--- config.mk ---
export PLATFORM = sky130hd
export DESIGN_NAME = smsa_cell
export DESIGN_NICKNAME = d
export VERILOG_FILES = /design/src/rtl/core/sliding_median_spike_alert_macros.svh /design/src/rtl/core/smsa_pkg.sv /design/src/rtl/core/smsa_cell.sv
export SDC_FILE = /design/constraint.sdc
export NUM_CORES = 1
export LEC_CHECK = 0
export BUFFER_PORTS_ARGS = -buffer_cell sky130_fd_sc_hd__buf_2
export CAP_MARGIN = 20
export CORE_ASPECT_RATIO = 0.6
export CORE_UTILIZATION = 44
export CTS_CLUSTER_SIZE = 12
export DETAILED_ROUTE_END_ITERATION = 8
export GPL_TIMING_DRIVEN = 1
export PLACE_DENSITY_LB_ADDON = 0.15
export SYNTH_ARGS = -nofsm -noshare
export SYNTH_HDL_FRONTEND = slang
export SYNTH_SLANG_ARGS = --single-unit
--- constraint.sdc ---
create_clock -name i_clk -period 2.64 [get_ports i_clk]
set_input_delay 0.264 -clock i_clk [delete_from_list [all_inputs] [get_ports i_clk]]
set_output_delay 0.264 -clock i_clk [all_outputs]
set_load 0.01 [all_outputs]
--- src/rtl/core/sliding_median_spike_alert_macros.svh ---
// assertion macros for the sliding median spike alert block
// plain header, no dependencies; define ASSERT_OFF to drop every check
`ifndef SLIDING_MEDIAN_SPIKE_ALERT_MACROS_SVH
`define SLIDING_MEDIAN_SPIKE_ALERT_MACROS_SVH
`ifndef ASSERT_OFF
`define SMSA_ASSERT(lbl, clk, rst_n, prop, msg) \
    lbl: assert property (@(posedge clk) disable iff (!rst_n) (prop)) \
        else $error(msg);
`define SMSA_ASSERT_NEXT(lbl, clk, rst_n, trig, prop, msg) \
    lbl: assert property (@(posedge clk) disable iff (!rst_n) (trig) |=> (prop)) \
        else $error(msg);
`else
`define SMSA_ASSERT(lbl, clk, rst_n, prop, msg)
`define SMSA_ASSERT_NEXT(lbl, clk, rst_n, trig, prop, msg)
`endif
`endif

--- src/rtl/core/smsa_pkg.sv ---
// shared types and constants of the sliding median spike alert block
// no dependencies
package smsa_pkg;

    localparam int CFG_W = 7;
    localparam int COUNT_W = 32;
    localparam logic [CFG_W-1:0] WIN_RESET = 7'd5;
    localparam logic [COUNT_W-1:0] COUNT_MAX = 32'hFFFF_FFFF;

    typedef enum logic [1:0] {
        S_IDLE,
        S_DEL,
        S_INS
    } t_state;

    // one shift command for the whole sorted chain
    typedef struct packed {
        logic del;
        logic ins;
    } t_cell_ctl;

endpackage

--- src/rtl/core/smsa_cell.sv ---
// one entry of the sorted window chain: holds a sample and shifts left or right
// depends on smsa_pkg
module smsa_cell #(
    parameter int SAMPLE_BITS = 16
) (
    input  logic                   i_clk,
    input  smsa_pkg::t_cell_ctl    i_ctl,
    input  logic                   i_live,
    input  logic [SAMPLE_BITS-1:0] i_new,
    input  logic [SAMPLE_BITS-1:0] i_old,
    input  logic [SAMPLE_BITS-1:0] i_prev_val,
    input  logic                   i_prev_lt,
    input  logic [SAMPLE_BITS-1:0] i_next_val,
    output logic [SAMPLE_BITS-1:0] o_val,
    output logic                   o_lt
);

    logic [SAMPLE_BITS-1:0] r_val;
    logic [SAMPLE_BITS-1:0] n_val;
    logic                   w_ge_old;

    assign o_val    = r_val;
    assign o_lt     = i_live && (r_val < i_new);
    // every live entry from the first copy of the leaving sample upward moves left
    assign w_ge_old = i_live && (r_val >= i_old);

    always_comb begin
        n_val = r_val;
        if (i_ctl.del && w_ge_old) begin
            n_val = i_next_val;
        end else if (i_ctl.ins && !o_lt) begin
            // the boundary cell takes the new sample, cells above it shift right
            n_val = i_prev_lt ? i_new : i_prev_val;
        end
    end

    always_ff @(posedge i_clk) begin
        r_val <= n_val;
    end

endmodule

==> results by group, run 1 <==
Outcome
  • Status: finished clean

Clock network
  • Htree depth: 1
  • CTS tree: built
  • Longest Clk Path Bufs: 2
  • # hold bufs at CTS: 0
  • Clk_lat worst skew: 240 ps
  • Post_cts resized: 0
  • Worst-path clk slew: ~60 ps
  • Clock tree sinks: 16
  • Post-CTS setup buffer count: 0
  • Total CTS buffers: 3
  • Root Driver: clkbuf_8

Critical path
  • CP max stage delay: between 400 and 500 ps
  • CP Depth: 7
  • Required @ worst endpoint: around 2700 ps
  • Crit-path slowest cell: edfxtp_1
  • Critical path's top delay family: compound AO/OA/AOI/OAI gates
  • Critical path endpoint category: flip-flop
  • Crit-path cells: ha_1 -> a211oi_2 -> nor2_1 -> a2111o_1 -> a21o_1 -> buf_4 -> a221oi_2
  • WP buf/inv: 1
  • WS Path Type: reg2reg
  • Crit-path max FO: 16
  • Worst setup SP type: flip-flop
  • R2R cell count: 7
  • Critical Path AT: between 2000 and 2500 ps

Timing
  • Setup_tns: 0 ps
  • Slew Limit Fails: 0
  • Setup-failing EPs final: 0
  • Final hold viol count: 0
  • Worst Max-Slew Pin Slew: between 800 and 900 ps
  • FMAX: between 0.4 and 0.5 GHz
  • Max_slew headroom: 0.445
  • Clk_skew: around 1.8 ps
  • Tmin final: ~2400 ps
  • RSZ-0062 raised after global routing: no
  • Final Cycle Share: 0.894

Placed design
  • Post-DP HPWL: around 4.2 mm
  • Final GP Congestion: approximately 0.83
  • IO buf count: 85

Die
  • Initial Util: 0.467
  • Area of the core: approximately 4200 µm²
  • I/O pin count: 86
  • Die H: 53.6 µm
  • Die extent in x: about 90 µm
  • Full die area: ~4700 µm²
  • # rows: 18

Routing
  • Remaining DRCs: 0
  • Detailed Route WL: between 5 and 6 mm
  • DRT antenna net count: 0
  • Vias per cell: roughly 5
  • Total number of vias: around 1900
  • Starting DRT DRC Count: between 90 and 100
  • WL/cell: roughly 14 µm
  • DRT Pass-1 Iters: 4

Synthesis
  • Synthesis warning total: 0
  • Netlist cell types: 33
  • Post-synth ARST share: 0
  • Yosys top cell by area: edfxtp_1
  • Synth top cells by count: inv_1, nor2_1, ha_1
  • Syn Area/Cell: ~9 µm²
  • Register bit total from synthesis: 16
  • Area contributors post-synth: edfxtp_1, ha_1, a211oi_1
  • Synth Cell Area: about 2000 µm²
  • Syn nets: 319
  • Post-Syn Instances: about 220
  • Register area share after synthesis: 0.246
  • Post-synth EDFFs: 16
  • Main synth FF type: edfxtp_1
  • Post-synth top area share: 0.246

GRT
  • GRT overflow: 0
  • Largest net degree at the start of global routing: 18
  • First-pass GRT wire length: around 7.7 mm
  • Number of global-route vias before repair: 1534
  • Initial antenna violation count: 0
  • Total track usage: 0.221

Finish
  • Nets: about 400
  • Max reg flops: 16
  • Area grow syn2layout: 26.2%
  • Post-layout util: 0.589
  • Antenna cells: 0
  • Share of layout cells above drive strength 1: 0.409

Power and ir drop
  • NetSw: roughly 0.00043 W
  • Power per Cell Area: 450 nW/µm²
  • VDD IR max: 0.220 mV
  • Internal Power: just under 0.0007 W
  • Clk pwr share: 0.161
  • Sequential cell fraction of total power: 0.348
  • Comb pwr share: 0.492
  • Final Power: ~0.0011 W
  • Leakage power: 1.24 nW
  • Switching part of the total: 0.385

Job
  • Max-cap violation count: 0

Hold path
  • Hold depth: 3
  • Min-Delay Path Class: in2reg
-- kinds of logic after synthesis --
family | share of synthesized area
AOI/OAI and AO/OA | 0.250
adders and majority gates | 0.198
buffers and inverters | 0.100
DFF | 0.246
muxes | 0.0915
and+or+nand+nor | 0.115
-- power groups by stage --
stage               Clock [W]  Combinational [W]  Sequential [W]
floorplan                   0           0.000371        0.000394
global placement            0           0.000539        0.000389
detailed placement          0           0.000544        0.000391
CTS                  0.000181           0.000548        0.000385
global route         0.000192           0.000615        0.000391
finish               0.000178           0.000546        0.000386
-- tightest hold or removal path: stages --
cell,delay (ps)
buf_2,100
nor2_1,90
a211oi_1,70
-- cells in the final DEF (no fill, tap or decap), drive strengths merged --
master	Yosys	layout
buf	4	90
a211oi	35	35
inv	33	33
nor2	33	33
ha	31	31
edfxtp	16	16
mux2	15	15
a21oi	8	8
o21ai	7	7
nand2	5	5
nand3	4	4
nand4	3	3
a21o	3	3
clkbuf	7	3
nand2b	2	2
nor3	1	1
a31oi	1	1
a2111o	1	1
and2	1	1
mux2i	1	1
nor3b	1	1
a221oi	1	1
nor2b	1	1
a31o	1	1
o211ai	1	1
o2111ai	1	1
o21a	1	1
o2bb2ai	1	1
-- path summary, 6_finish.rpt --
path / startpoint / endpoint / slack, ps
max: o_val[13]$_DFFE_PP_ / o_val[14]$_DFFE_PP_ / 280
min: i_next_val[0] / o_val[0]$_DFFE_PP_ / 440
max reg2reg: o_val[13]$_DFFE_PP_ / o_val[14]$_DFFE_PP_ / 280
min reg2reg: o_val[15]$_DFFE_PP_ / o_val[11]$_DFFE_PP_ / 1280
-- cell type report --
class	count	area, µm²
flip-flops and latches	16	480
inverters	33	124
clock buffers	3	41.3
repair buffers	90	463
well taps	60	75.1
multi-input cells	159	1280
fillers	398	1720
-- per-layer routing --
metal / wire length (µm) / GRT usage / vias to the layer above
li1: - / - / 965
met1: 2830 / 0.364 / 824
met2: 1950 / 0.295 / 59
met3: 307 / 0.0368 / 2
met4: 19 / 0.0323 / 0
met5: 0 / 0 / -
-- through the flow --
| stage | cell area [µm²] | std cells | worst slack, ps | hold slack, ps |
|---|---|---|---|---|
| after floorplan | 1960 | 219 | 167 | 582 |
| final | 2470 | 361 | 280 | 438 |
| after CTS | 2470 | 361 | 278 | 443 |
| after detailed placement | 2430 | 358 | 293 | 704 |
| after global placement | 2430 | 358 | 281 | 701 |
| after global routing | 2470 | 361 | 156 | 456 |
No activity file was read; power rests on OpenSTA's default activity.
==> run 2: changes to the inputs <==
CORE_ASPECT_RATIO = 0.5   (was 0.6)
==> results by group, run 2 (synthesis results as in run 1) <==
Routing
  • DRT Pass-1 Iters: 4
  • Vias per cell: ~5.3
  • DRT antenna net count: 0
  • Starting DRT DRC Count: between 60 and 70
  • Remaining DRCs: 0
  • Detailed Route WL: about 5.4 mm
  • Total number of vias: ~1900
  • WL/cell: roughly 15 µm

Finish
  • Post-layout util: 0.604
  • Fin cells: ~360
  • Multi-input logic area: 1280 µm²
  • Area grow syn2layout: 26.0%
  • Antenna cells: 0
  • Most frequent cells in the layout: buf_2, inv_1, nor2_1, ha_1, a211oi_1
  • # fillers: 393
  • Share of layout cells above drive strength 1: 0.407
  • Max reg flops: 16
  • Nets: just over 400
  • Register Area: about 480 µm²
  • Commonest non-fill, non-tap cell in the layout: buf_2

Clock network
  • Worst-path clk slew: 70 ps
  • Total CTS buffers: 3
  • Longest Clk Path Bufs: 2
  • Post-CTS setup buffer count: 0
  • Clock tree sinks: 16
  • Root Driver: clkbuf_8
  • Post_cts resized: 0
  • Clk_lat worst skew: roughly 250 ps
  • # hold bufs at CTS: 0
  • CTS tree: built
  • Htree depth: 1

Die
  • Full die area: roughly 4700 µm²
  • I/O pin count: 86
  • Initial Util: 0.479
  • Die extent in x: 96.3 µm
  • Area of the core: ~4000 µm²
  • Die H: around 49 µm
  • # rows: 16

Critical path
  • Critical Path AT: around 2300 ps
  • Worst setup SP type: flip-flop
  • WS Path Type: reg2reg
  • Crit-path max FO: 16
  • Critical path endpoint category: flip-flop
  • Required @ worst endpoint: between 2000 and 3000 ps

Placed design
  • Final GP Congestion: between 0.8 and 0.9
  • Post-DP HPWL: approximately 4.2 mm
  • IO buf count: 85
  • Placed Instances: between 300 and 400

GRT
  • Largest net degree at the start of global routing: 18
  • Number of global-route vias before repair: ~1900
  • GRT overflow: 0
  • First-pass GRT wire length: ~8.6 mm
  • Total track usage: 0.244
  • Initial antenna violation count: 0

Job
  • Max-cap violation count: 0

Power and ir drop
  • Leakage power: approximately 1.2 nW
  • Final Power: 0.00113 W
  • Power per Cell Area: between 400 and 500 nW/µm²
  • VDD IR max: a little under 0.2 mV

Timing
  • Final hold viol count: 0
  • Setup-failing EPs final: 0
  • Setup_tns: 0 ps
  • Worst Max-Slew Pin Slew: 912 ps
  • Tmin final: approximately 2400 ps
  • FMAX: roughly 0.42 GHz
  • RSZ-0062 raised after global routing: no
  • Clk_skew: 4.35 ps
  • Final Cycle Share: 0.903
  • Max_slew headroom: 0.388
  • Slew Limit Fails: 0

Hold path
  • Min-Delay Path Class: in2reg

Outcome
  • Status: finished clean
## run 2: cell types whose count changed in the layout (fill, tap and decap cells not counted), sizes merged
cell    before  now
clkinv       0    1
## run 2: report_power, final
group	leakage (nW)	internal, W	switching [W]
registers	0.157	0.000342	0.0000344
logic	1.06	0.000241	0.000322
clock network	0.0231	0.000103	0.0000900
total	1.24	0.000687	0.000446
## run 2: worst max-delay path, cell delays in order (launching register included)
cell and delay [ps]:
edfxtp_1 430, ha_1 330, o2111ai_1 120, a211oi_1 250, a21oi_1 130, o2bb2ai_2 740
## run 2: per-stage QoR
| step | hold slack, ps | instance area, µm² | setup WS (ps) |
|---|---|---|---|
| after floorplan | 582 | 1960 | 167 |
| after global placement | 697 | 2420 | 310 |
| after detailed placement | 694 | 2420 | 261 |
| after CTS | 426 | 2460 | 238 |
| after global routing | 445 | 2460 | 115 |
| final | 426 | 2460 | 256 |
## run 2: layout make-up
| type | instances | area share |
|---|---|---|
| multi-input combinational | 159 | 0.521 |
| sequential | 16 | 0.195 |
| timing repair buffer | 90 | 0.188 |
| inverter | 33 | 0.0503 |
| tap | 54 | 0.0274 |
| clock buffer | 3 | 0.0168 |
| clock inverter | 1 | 0.00152 |
## run 2: final timing paths
| kind | from | to | slack [ps] | cells past startpoint |
|---|---|---|---|---|
| hold / removal | i_next_val[0] | o_val[0]$_DFFE_PP_ | 430 | 3 |
| setup reg to reg | o_val[15]$_DFFE_PP_ | o_val[12]$_DFFE_PP_ | 260 | 5 |
| setup / recovery | o_val[15]$_DFFE_PP_ | o_val[12]$_DFFE_PP_ | 260 | 5 |
| hold reg to reg | o_val[15]$_DFFE_PP_ | o_val[11]$_DFFE_PP_ | 1240 | 5 |
## run 2: metal layers
metal / wire length, µm / track usage / vias to the layer above / part of all wire
li1: - / - / 964 / -
met1: 2380 / 0.325 / 852 / 0.44
met2: 2520 / 0.417 / 78 / 0.47
met3: 481 / 0.0483 / 4 / 0.089
met4: 27 / 0.0323 / 0 / 0.0050
met5: 0 / 0 / - / 0
